File: src/design/printable_run_extractor_unit_defines.svh
// Assertion macros shared by the printable run extractor RTL.
// Every macro samples on i_clk and is disabled while i_rst_n is low.
`ifndef PRINTABLE_RUN_EXTRACTOR_UNIT_DEFINES_SVH
`define PRINTABLE_RUN_EXTRACTOR_UNIT_DEFINES_SVH

// Consequent must hold in the same cycle as the antecedent.
`define PRE_ASSERT_IMPLIES(lbl, ante, cons, msg) \
    lbl: assert property (@(posedge i_clk) disable iff (!i_rst_n) (ante) |-> (cons)) \
        else $error(msg);

// Consequent must hold in the cycle after the antecedent.
`define PRE_ASSERT_NEXT(lbl, ante, cons, msg) \
    lbl: assert property (@(posedge i_clk) disable iff (!i_rst_n) (ante) |=> (cons)) \
        else $error(msg);

// Condition must never be true.
`define PRE_ASSERT_NEVER(lbl, cond, msg) \
    lbl: assert property (@(posedge i_clk) disable iff (!i_rst_n) !(cond)) \
        else $error(msg);

`endif

File: src/design/pre_pkg.sv
// Shared types and constants of the printable run extractor.
// No dependencies; imported by every module of the block.
`default_nettype none

package pre_pkg;

    localparam int MAX_MIN_LEN = 63;

    localparam int CHAR_W     = 21;
    localparam int BCNT_W     = 3;
    localparam int OFF_W      = 48;
    localparam int MINLEN_W   = 6;
    localparam int RLEN_W     = 7;
    localparam int IDX_W      = 6;
    localparam int CFG_IDX_W  = 1;
    localparam int CFG_DATA_W = 6;

    localparam int CMDQ_DEPTH = 4;
    localparam int CMDQ_PTR_W = 2;
    localparam int CMDQ_CNT_W = 3;

    localparam logic [CFG_IDX_W-1:0] CFG_MIN_LEN     = 1'b0;
    localparam logic [CFG_IDX_W-1:0] CFG_SHOW_OFFSET = 1'b1;

    localparam logic [MINLEN_W-1:0] MIN_LEN_RESET = 6'd4;

    // Work handed from the front to the back.
    typedef enum logic [1:0] {
        OP_STORE,
        OP_EMIT,
        OP_LINE_END,
        OP_FLUSH
    } t_op;

    typedef struct packed {
        t_op                op;
        logic [CHAR_W-1:0]  ch;
        logic [IDX_W-1:0]   idx;     // store slot, or buffered count for a flush
        logic [OFF_W-1:0]   offset;  // run start for a flush
        logic               show;    // attach offset on a flush
    } t_cmd;

    typedef struct packed {
        logic valid;
        logic full;
    } t_cmdq_status;

    typedef enum logic {
        BK_IDLE,
        BK_FLUSH
    } t_bk_state;

endpackage

`default_nettype wire

File: src/design/pre_front.sv
// Front end: accepts characters, tracks byte position and run state, issues commands.
// Depends on pre_pkg.
`default_nettype none

module pre_front (
    input  wire logic                          i_clk,
    input  wire logic                          i_rst_n,
    input  wire logic                          i_cfg_we,
    input  wire logic [pre_pkg::CFG_IDX_W-1:0] i_cfg_idx,
    input  wire logic [pre_pkg::CFG_DATA_W-1:0] i_cfg_data,
    input  wire logic                          i_in_valid,
    output logic                               o_in_stall,
    input  wire logic [pre_pkg::CHAR_W-1:0]    i_char_code,
    input  wire logic [pre_pkg::BCNT_W-1:0]    i_byte_count,
    input  wire logic                          i_printable,
    input  wire logic                          i_decode_error,
    input  wire pre_pkg::t_cmdq_status         i_q_status,
    output logic                               o_push,
    output pre_pkg::t_cmd                      o_cmd
);
    import pre_pkg::*;

    logic [MINLEN_W-1:0] r_min_len;
    logic                r_show_offset;
    logic [RLEN_W-1:0]   r_run_len,   n_run_len;
    logic [OFF_W-1:0]    r_byte_pos,  n_byte_pos;
    logic [OFF_W-1:0]    r_run_start, n_run_start;

    logic              accept;
    logic [RLEN_W-1:0] min_ext;

    always_comb begin
        accept      = i_in_valid && !i_q_status.full;
        min_ext     = {1'b0, r_min_len};
        n_run_len   = r_run_len;
        n_run_start = r_run_start;
        n_byte_pos  = r_byte_pos;
        o_push      = 1'b0;
        o_cmd.op     = OP_STORE;
        o_cmd.ch     = i_char_code;
        o_cmd.idx    = r_run_len[IDX_W-1:0];
        o_cmd.offset = r_run_start;
        o_cmd.show   = r_show_offset;

        if (accept) begin
            n_byte_pos = r_byte_pos + OFF_W'(i_byte_count);
            if (i_decode_error) begin
                // skipped character: only its bytes count
            end else if (!i_printable) begin
                if (r_run_len > min_ext) begin
                    o_push   = 1'b1;
                    o_cmd.op = OP_LINE_END;
                    o_cmd.ch = '0;
                end
                n_run_len = '0;
            end else begin
                if (r_run_len == '0) begin
                    n_run_start = r_byte_pos;
                end
                o_cmd.offset = n_run_start;
                o_push       = 1'b1;
                if (r_run_len < min_ext) begin
                    o_cmd.op  = OP_STORE;
                    n_run_len = r_run_len + 1'b1;
                end else if (r_run_len > min_ext) begin
                    o_cmd.op = OP_EMIT;
                end else begin
                    o_cmd.op  = OP_FLUSH;
                    o_cmd.idx = r_min_len;
                    n_run_len = min_ext + 1'b1;
                end
            end
        end
    end

    assign o_in_stall = i_q_status.full;

    always_ff @(posedge i_clk) begin
        if (!i_rst_n) begin
            r_min_len     <= MIN_LEN_RESET;
            r_show_offset <= 1'b0;
            r_run_len     <= '0;
            r_byte_pos    <= '0;
            r_run_start   <= '0;
        end else begin
            r_run_len   <= n_run_len;
            r_byte_pos  <= n_byte_pos;
            r_run_start <= n_run_start;
            if (i_cfg_we) begin
                unique case (i_cfg_idx)
                    CFG_MIN_LEN:     r_min_len     <= i_cfg_data;
                    CFG_SHOW_OFFSET: r_show_offset <= i_cfg_data[0];
                    default: ;
                endcase
            end
        end
    end

endmodule

`default_nettype wire

File: src/design/pre_cmdq.sv
// Short command queue between the front and back ends.
// Depends on pre_pkg and the assertion macro header.
`default_nettype none
`include "printable_run_extractor_unit_defines.svh"

module pre_cmdq (
    input  wire logic          i_clk,
    input  wire logic          i_rst_n,
    input  wire logic          i_push,
    input  wire pre_pkg::t_cmd i_cmd,
    input  wire logic          i_pop,
    output pre_pkg::t_cmdq_status o_status,
    output pre_pkg::t_cmd      o_cmd
);
    import pre_pkg::*;

    t_cmd                  r_slot [0:CMDQ_DEPTH-1];
    logic [CMDQ_PTR_W-1:0] r_wr_ptr;
    logic [CMDQ_PTR_W-1:0] r_rd_ptr;
    logic [CMDQ_CNT_W-1:0] r_count;

    assign o_status.valid = (r_count != '0);
    assign o_status.full  = (r_count == CMDQ_CNT_W'(CMDQ_DEPTH));
    assign o_cmd          = r_slot[r_rd_ptr];

    always_ff @(posedge i_clk) begin
        if (i_push) begin
            r_slot[r_wr_ptr] <= i_cmd;
        end
    end

    always_ff @(posedge i_clk) begin
        if (!i_rst_n) begin
            r_wr_ptr <= '0;
            r_rd_ptr <= '0;
            r_count  <= '0;
        end else begin
            if (i_push) begin
                r_wr_ptr <= r_wr_ptr + 1'b1;
            end
            if (i_pop) begin
                r_rd_ptr <= r_rd_ptr + 1'b1;
            end
            case ({i_push, i_pop})
                2'b10:   r_count <= r_count + 1'b1;
                2'b01:   r_count <= r_count - 1'b1;
                default: r_count <= r_count;
            endcase
        end
    end

    `PRE_ASSERT_NEVER(a_cmdq_overflow, i_push && o_status.full, "command queue overflow")
    `PRE_ASSERT_NEVER(a_cmdq_underflow, i_pop && !o_status.valid, "command queue underflow")

endmodule

`default_nettype wire

File: src/design/pre_back.sv
// Back end: holds the run buffer, executes commands, drives the output register.
// Depends on pre_pkg and the assertion macro header.
`default_nettype none
`include "printable_run_extractor_unit_defines.svh"

module pre_back (
    input  wire logic                       i_clk,
    input  wire logic                       i_rst_n,
    input  wire logic                       i_q_valid,
    input  wire pre_pkg::t_cmd              i_q_cmd,
    output logic                            o_pop,
    output logic                            o_out_valid,
    input  wire logic                       i_out_stall,
    output logic                            o_kind,
    output logic [pre_pkg::CHAR_W-1:0]      o_out_char,
    output logic [pre_pkg::OFF_W-1:0]       o_start_offset,
    output logic                            o_has_offset,
    output logic                            o_last
);
    import pre_pkg::*;

    logic [CHAR_W-1:0] r_buf [0:MAX_MIN_LEN-1];
    logic [CHAR_W-1:0] r_rd_data;

    t_bk_state        r_state, n_state;
    logic [IDX_W-1:0] r_idx,   n_idx;

    logic              r_b_valid,    n_b_valid;
    logic              r_b_kind,     n_b_kind;
    logic              r_b_from_mem, n_b_from_mem;
    logic [CHAR_W-1:0] r_b_char,     n_b_char;
    logic [OFF_W-1:0]  r_b_off,      n_b_off;
    logic              r_b_has_off,  n_b_has_off;
    logic              r_b_last,     n_b_last;

    logic             adv;
    logic             wr_en;
    logic             rd_en;
    logic [IDX_W-1:0] rd_addr;

    always_comb begin
        adv          = !r_b_valid || !i_out_stall;
        n_state      = r_state;
        n_idx        = r_idx;
        o_pop        = 1'b0;
        wr_en        = 1'b0;
        rd_en        = 1'b0;
        rd_addr      = r_idx;
        n_b_valid    = r_b_valid && i_out_stall;
        n_b_kind     = r_b_kind;
        n_b_from_mem = r_b_from_mem;
        n_b_char     = r_b_char;
        n_b_off      = r_b_off;
        n_b_has_off  = r_b_has_off;
        n_b_last     = r_b_last;

        unique case (r_state)
            BK_IDLE: begin
                if (i_q_valid) begin
                    unique case (i_q_cmd.op)
                        OP_STORE: begin
                            wr_en = 1'b1;
                            o_pop = 1'b1;
                        end
                        OP_EMIT, OP_LINE_END: begin
                            if (adv) begin
                                n_b_valid    = 1'b1;
                                n_b_kind     = (i_q_cmd.op == OP_LINE_END);
                                n_b_from_mem = 1'b0;
                                n_b_char     = (i_q_cmd.op == OP_LINE_END) ? '0 : i_q_cmd.ch;
                                n_b_off      = '0;
                                n_b_has_off  = 1'b0;
                                n_b_last     = 1'b1;
                                o_pop        = 1'b1;
                            end
                        end
                        OP_FLUSH: begin
                            if (adv) begin
                                n_b_valid   = 1'b1;
                                n_b_kind    = 1'b0;
                                n_b_char    = i_q_cmd.ch;
                                n_b_has_off = i_q_cmd.show;
                                n_b_off     = i_q_cmd.show ? i_q_cmd.offset : '0;
                                if (i_q_cmd.idx == '0) begin
                                    // nothing buffered: current character opens the run
                                    n_b_from_mem = 1'b0;
                                    n_b_last     = 1'b1;
                                    o_pop        = 1'b1;
                                end else begin
                                    rd_en        = 1'b1;
                                    rd_addr      = '0;
                                    n_b_from_mem = 1'b1;
                                    n_b_last     = 1'b0;
                                    n_idx        = IDX_W'(1);
                                    n_state      = BK_FLUSH;
                                end
                            end
                        end
                        default: ;
                    endcase
                end
            end
            BK_FLUSH: begin
                if (adv) begin
                    n_b_valid   = 1'b1;
                    n_b_kind    = 1'b0;
                    n_b_char    = i_q_cmd.ch;
                    n_b_off     = '0;
                    n_b_has_off = 1'b0;
                    if (r_idx < i_q_cmd.idx) begin
                        rd_en        = 1'b1;
                        n_b_from_mem = 1'b1;
                        n_b_last     = 1'b0;
                        n_idx        = r_idx + 1'b1;
                    end else begin
                        // buffer drained: close with the character that triggered it
                        n_b_from_mem = 1'b0;
                        n_b_last     = 1'b1;
                        o_pop        = 1'b1;
                        n_state      = BK_IDLE;
                    end
                end
            end
            default: n_state = BK_IDLE;
        endcase
    end

    always_ff @(posedge i_clk) begin
        if (wr_en) begin
            r_buf[i_q_cmd.idx] <= i_q_cmd.ch;
        end
        if (rd_en) begin
            r_rd_data <= r_buf[rd_addr];
        end
    end

    always_ff @(posedge i_clk) begin
        if (!i_rst_n) begin
            r_state   <= BK_IDLE;
            r_idx     <= '0;
            r_b_valid <= 1'b0;
        end else begin
            r_state   <= n_state;
            r_idx     <= n_idx;
            r_b_valid <= n_b_valid;
        end
    end

    always_ff @(posedge i_clk) begin
        r_b_kind     <= n_b_kind;
        r_b_from_mem <= n_b_from_mem;
        r_b_char     <= n_b_char;
        r_b_off      <= n_b_off;
        r_b_has_off  <= n_b_has_off;
        r_b_last     <= n_b_last;
    end

    assign o_out_valid    = r_b_valid;
    assign o_kind         = r_b_kind;
    assign o_out_char     = r_b_from_mem ? r_rd_data : r_b_char;
    assign o_start_offset = r_b_off;
    assign o_has_offset   = r_b_has_off;
    assign o_last         = r_b_last;

    `PRE_ASSERT_IMPLIES(a_flush_head, r_state == BK_FLUSH,
        i_q_valid && (i_q_cmd.op == OP_FLUSH) && (r_idx <= i_q_cmd.idx),
        "flush running without a matching command at the queue head")
    `PRE_ASSERT_IMPLIES(a_line_end_clean, r_b_valid && r_b_kind,
        !r_b_from_mem && (r_b_char == '0) && !r_b_has_off && r_b_last,
        "line end carries character or offset data")
    `PRE_ASSERT_NEXT(a_pop_ends_item, o_pop && (i_q_cmd.op != OP_STORE),
        o_out_valid && o_last, "retired command did not leave a final result")

endmodule

`default_nettype wire

File: src/design/printable_run_extractor_unit.sv
// Top level of the printable run extractor: front end, command queue, back end.
// Depends on pre_pkg, pre_front, pre_cmdq and pre_back.
//
//   channel | valid        | stall        | payload
//   --------+--------------+--------------+-------------------------------------------
//   in      | i_in_valid   | o_in_stall   | i_char_code i_byte_count i_printable
//           |              |              | i_decode_error
//   out     | o_out_valid  | i_out_stall  | o_kind o_out_char o_start_offset
//           |              |              | o_has_offset o_last
//   cfg     | i_cfg_we     | none         | i_cfg_idx i_cfg_data
//
// Input takes one character per cycle while the four-entry command queue has room.
// A run flush of N buffered characters yields N+1 results, the first N read from the
// run buffer port; the back end takes no other command until the flush is done.
// Input stalls only when the queue fills behind a flush or a stalled output.
// Reset is synchronous, active low; the run buffer needs no clearing pass.
`default_nettype none

module printable_run_extractor_unit (
    input  wire logic                           i_clk,
    input  wire logic                           i_rst_n,
    input  wire logic                           i_cfg_we,
    input  wire logic [pre_pkg::CFG_IDX_W-1:0]  i_cfg_idx,
    input  wire logic [pre_pkg::CFG_DATA_W-1:0] i_cfg_data,
    input  wire logic                           i_in_valid,
    output logic                                o_in_stall,
    input  wire logic [pre_pkg::CHAR_W-1:0]     i_char_code,
    input  wire logic [pre_pkg::BCNT_W-1:0]     i_byte_count,
    input  wire logic                           i_printable,
    input  wire logic                           i_decode_error,
    output logic                                o_out_valid,
    input  wire logic                           i_out_stall,
    output logic                                o_kind,
    output logic [pre_pkg::CHAR_W-1:0]          o_out_char,
    output logic [pre_pkg::OFF_W-1:0]           o_start_offset,
    output logic                                o_has_offset,
    output logic                                o_last
);
    import pre_pkg::*;

    t_cmdq_status q_status;
    t_cmd         push_cmd;
    t_cmd         head_cmd;
    logic         push;
    logic         pop;

    pre_front u_front (
        .i_clk          (i_clk),
        .i_rst_n        (i_rst_n),
        .i_cfg_we       (i_cfg_we),
        .i_cfg_idx      (i_cfg_idx),
        .i_cfg_data     (i_cfg_data),
        .i_in_valid     (i_in_valid),
        .o_in_stall     (o_in_stall),
        .i_char_code    (i_char_code),
        .i_byte_count   (i_byte_count),
        .i_printable    (i_printable),
        .i_decode_error (i_decode_error),
        .i_q_status     (q_status),
        .o_push         (push),
        .o_cmd          (push_cmd)
    );

    pre_cmdq u_cmdq (
        .i_clk    (i_clk),
        .i_rst_n  (i_rst_n),
        .i_push   (push),
        .i_cmd    (push_cmd),
        .i_pop    (pop),
        .o_status (q_status),
        .o_cmd    (head_cmd)
    );

    pre_back u_back (
        .i_clk          (i_clk),
        .i_rst_n        (i_rst_n),
        .i_q_valid      (q_status.valid),
        .i_q_cmd        (head_cmd),
        .o_pop          (pop),
        .o_out_valid    (o_out_valid),
        .i_out_stall    (i_out_stall),
        .o_kind         (o_kind),
        .o_out_char     (o_out_char),
        .o_start_offset (o_start_offset),
        .o_has_offset   (o_has_offset),
        .o_last         (o_last)
    );

endmodule

`default_nettype wire

File: config.mk
export PLATFORM = sky130hd
export DESIGN_NAME = printable_run_extractor_unit
export DESIGN_NICKNAME = d
export VERILOG_FILES = /design/src/design/pre_pkg.sv /design/src/design/pre_front.sv /design/src/design/pre_cmdq.sv /design/src/design/pre_back.sv /design/src/design/printable_run_extractor_unit.sv
export VERILOG_INCLUDE_DIRS = /design/src /design/src/design
export SDC_FILE = /design/constraint.sdc
export NUM_CORES = 2
export LEC_CHECK = 0
export BUFFER_PORTS_ARGS = -buffer_cell sky130_fd_sc_hd__clkbuf_2
export CAP_MARGIN = 20
export CELL_PAD_IN_SITES_DETAIL_PLACEMENT = 1
export CELL_PAD_IN_SITES_GLOBAL_PLACEMENT = 1
export CORE_MARGIN = 2
export CORE_UTILIZATION = 49
export DETAILED_ROUTE_END_ITERATION = 10
export PLACE_DENSITY = 0.82
export SYNTH_ARGS = -nofsm -noshare
export SYNTH_HDL_FRONTEND = slang
export SYNTH_SLANG_ARGS = --single-unit
File: constraint.sdc
create_clock -name i_clk -period 3.95 [get_ports i_clk]
set_clock_uncertainty 0.15 [all_clocks]
set_input_delay 0.395 -clock i_clk [delete_from_list [all_inputs] [get_ports i_clk]]
set_output_delay 0.395 -clock i_clk [all_outputs]
set_load 0.1 [all_outputs]
==> flow_metrics.py <==
metrics = {
    "sta": {
        "slew_headroom": 0.226,
        "min_period_ns": 4.16,
        "finalSetupViolations": 13,
        "grt_setup_unrepaired": "yes",
        "fmax_mhz": 240,
        "fin_crit_sh": 1.05,
        "final-hold-violation-count": 0,
        "worst_pin_slew_ns": 1.16,
        "whs_ns": 0.0365,
        "fin_setup_tns_ns": -0.739,
        "setup_slack_ns": -0.209,
        "slew_viol_final": 0,
    },
    "global_route": {
        "grt.total_usage": 0.293,
        "antenna_found_initial": 17,
        "overflow": 0,
        "busiest_layer": "met2",
        "grt_use_met3": 0.0603,
        "grt_util_met1": 0.372,
        "met2_usage": 0.485,
        "grt_pass1_wl_um": 325000,
        "grt_pass1_vias": 46700,
        "grt_max_degree": 99,
    },
    "clock_network": {
        "cts.clk_slew.worst_paths_ns": 0.07,
        "clkLatencyLatePin_ns": 0.84,
        "cts.sinks": 1856,
        "cts_inserted_buffers": 183,
        "cts_tree": "yes",
        "cts-root-buf": "clkbuf_16",
        "cts.path.max_buffers": 3,
        "cts-htree-levels": 4,
    },
    "synthesis": {
        "synth_top_area_cell": "edfxtp_1",
        "ys_seq_elements": 1856,
        "synth_top_cell_area_share": 0.711,
        "synth_flop_cell": "edfxtp_1",
        "synth_area_leaders": "edfxtp_1 71%, mux4_2 6.3%, dfxtp_1 3.5%",
        "syn_avg_cell_area_um2": 17.0,
        "ys_seq_area_frac": 0.746,
        "async_reset_ff_frac": 0,
        "synth_edf_count": 1729,
        "yosys_warnings": 0,
        "synth_cells": 4292,
        "syn_nets": 4356,
        "synth_cell_type_count": 62,
        "syn_area_um2": 73000,
    },
    "worst_setup_path": {
        "crit_chain": "buf_4 -> mux4_2 -> or3_4 -> o21ai_4 -> and2_1 -> nand2_2 -> buf_4 -> a211oi_1 -> a2111oi_0 -> buf_4 -> nor3_2 -> buf_4 -> nand4_1",
        "cp.arrival_ns": 4.58,
        "critical_path_class": "reg -> reg",
        "crit_path_frequent_cell": "buf_4",
        "max_stage_delay_ns": 0.54,
        "cp-endpoint": "u_back.r_rd_data[14]",
        "crit_slowest_cell": "mux4_2",
        "end_kind": "flip-flop",
        "cp.required_ns": 4.37,
        "r2r_cells": 13,
        "critPathMaxFanout": 19,
        "start_kind": "flip-flop",
        "reg2reg_to": "u_back.r_rd_data[14]",
        "rrSetupSlack_ns": -0.21,
    },
    "routing": {
        "drc": 0,
        "wl_um": 229000,
        "routedWlPerCell_um": 34.0,
        "vias_per_cell": 6.64,
        "route.vias.total": 44800,
        "drtPass1Iterations": 6,
        "antenna_left": 0,
        "drt_iter0_drc": 5879,
    },
    "placed_design": {
        "dpl_worst_slack_ns": -0.263,
        "place.gp.congestion": 0.872,
        "io_buffers": 111,
        "place_inst": 6361,
        "placed_cell_area_um2": 78100,
        "hpwl_um": 130000,
    },
    "floorplanning": {
        "core_um2": 148000,
        "boundaryPins": 112,
        "dieWidth_um": 390,
        "die_h_um": 390,
        "rows": 141,
        "start_util": 0.494,
        "dieArea_um2": 152000,
    },
    "final_layout": {
        "drive_gt1_frac": 0.247,
        "layout_common_cells": "1,729 x edfxtp_1, 272 x nand2_1, 248 x buf_4, 203 x mux4_2, 188 x clkbuf_16",
        "area_growth_pct": 16.1,
        "final_common_cell": "edfxtp_1",
        "nets": 4725,
        "final_cell_area_um2": 84700,
        "regArea_um2": 54500,
        "finalNonFillerCells": 6745,
        "n_fill_cell": 13200,
        "multi_input_area_um2": 17900,
    },
    "power_and_ir_drop": {
        "leakage_uw": 0.0274,
        "power_density_nw_per_um2": 641,
        "vdd_ir_drop_max_uv": 1000,
    },
    "hold_path": {
        "hold_class": "in -> reg",
    },
    "status": {
        "violations": "negative setup slack",
        "status": "complete, but fails checks",
    },
    "flow_run": {
        "drv_cap": 0,
    },
}
==> worst max-delay path: cells and delay by family, from the launching register on <==
kind | cells | cell delay (ns)
AO/OA/AOI/OAI | 3 | 0.85
buffers and inverters | 4 | 0.76
flip-flops | 1 | 0.41
multiplexers | 1 | 0.54
AND/OR/NAND/NOR | 5 | 1.15
==> layer usage <==
layer | vias to the layer above | part of all wire
met5 | - | 0.00063
met4 | 24 | 0.056
met3 | 687 | 0.10
met2 | 3110 | 0.48
met1 | 23100 | 0.36
li1 | 17800 | -
==> synthesized netlist by cell type, types with 54 or more instances <==
library cell	n
nor2_1	150
mux2i_1	79
nand3_1	54
and2_1	146
mux4_2	203
nand4_1	56
clkbuf_1	214
o21ai_0	135
a21oi_1	168
nand2_1	274
dfxtp_1	127
o221ai_1	62
mux2_2	173
or3_1	71
edfxtp_1	1729
==> report_power, final <==
part / switching (µW) / leakage (µW) / total (µW) / internal [µW]
sequential: 529 / 0.0168 / 24000 / 23500
combinational: 9780 / 0.00773 / 13100 / 3350
clock: 7730 / 0.00280 / 17200 / 9430
total: 18000 / 0.0274 / 54300 / 36300
==> worst min-delay path by stage <==
| stage | from | end | slack (ns) | cells past startpoint |
|---|---|---|---|---|
| final | i_byte_count[1] | u_front.r_byte_pos[1] | 0.04 | 5 |
| after detailed placement | u_front.r_byte_pos[3] | u_front.r_byte_pos[3] | 0.37 | 2 |
| after global routing | i_printable | u_cmdq.r_slot[3][77] | 0.07 | 3 |
| after CTS | i_byte_count[1] | u_front.r_byte_pos[1] | 0.01 | 5 |
| after floorplan | u_front.r_show_offset | u_cmdq.r_slot[0][0] | 0.31 | 0 |
| after global placement | u_front.r_byte_pos[3] | u_front.r_byte_pos[3] | 0.34 | 2 |
==> cells by family (layout without fill, tap and decap cells) <==
group                    after synthesis  in the layout  share of synthesized area
adder cells (fa/ha/maj)               26             26                    0.00466
AO/OA/AOI/OAI                        697            697                     0.0648
other                                  0              5                          0
buffers and inverters                306            824                     0.0168
XOR/XNOR                              53             53                    0.00636
flip-flops                          1856           1856                      0.746
multiplexers                         455            455                      0.100
AND/OR/NAND/NOR                      899            899                     0.0612
==> metrics by stage <==
stage          total power (µW)   util
2_1_floorplan             32300      -
3_3_place_gp              36300  0.528
3_5_place_dp              36900  0.528
4_1_cts                   54000  0.571
5_1_grt                   55500  0.573
6_report                  54300  0.573
==> flip-flops by register name, summed over array words and instances (netlist names), 2 cells and up, named ones only <==
signal and flops:
u_front.r_byte_pos 48, u_back.o_start_offset 48, u_cmdq.r_rd_ptr 2, u_back.r_idx 6, u_cmdq.r_slot 312, u_back.r_buf 1323, u_front.r_run_start 48, u_cmdq.r_wr_ptr 2
u_back.r_b_char 21, u_cmdq.r_count 3, u_front.r_run_len 7, u_front.r_min_len 6, u_back.r_rd_data 21
==> final cells by class <==
cell class                      count  share of cell area
Antenna cell                        5            0.000148
Clock buffer                      241              0.0577
Clock inverter                     93              0.0106
Inverter                           34             0.00155
Multi-Input combinational cell   2130               0.212
Sequential cell                  1856               0.643
Tap cell                         1930              0.0285
Timing Repair Buffer              456              0.0471
==> repair_timing <==
item                                    CTS  global route
pin swaps                                 3            15
hold endpoints to repair                 93             0
cloned                                    0             3
buffers inserted                          1             8
endpoints found under the setup margin   22            24
gates resized for setup                  34            53
hold buffers                             33             0
Power figures use the tool's default switching activity.
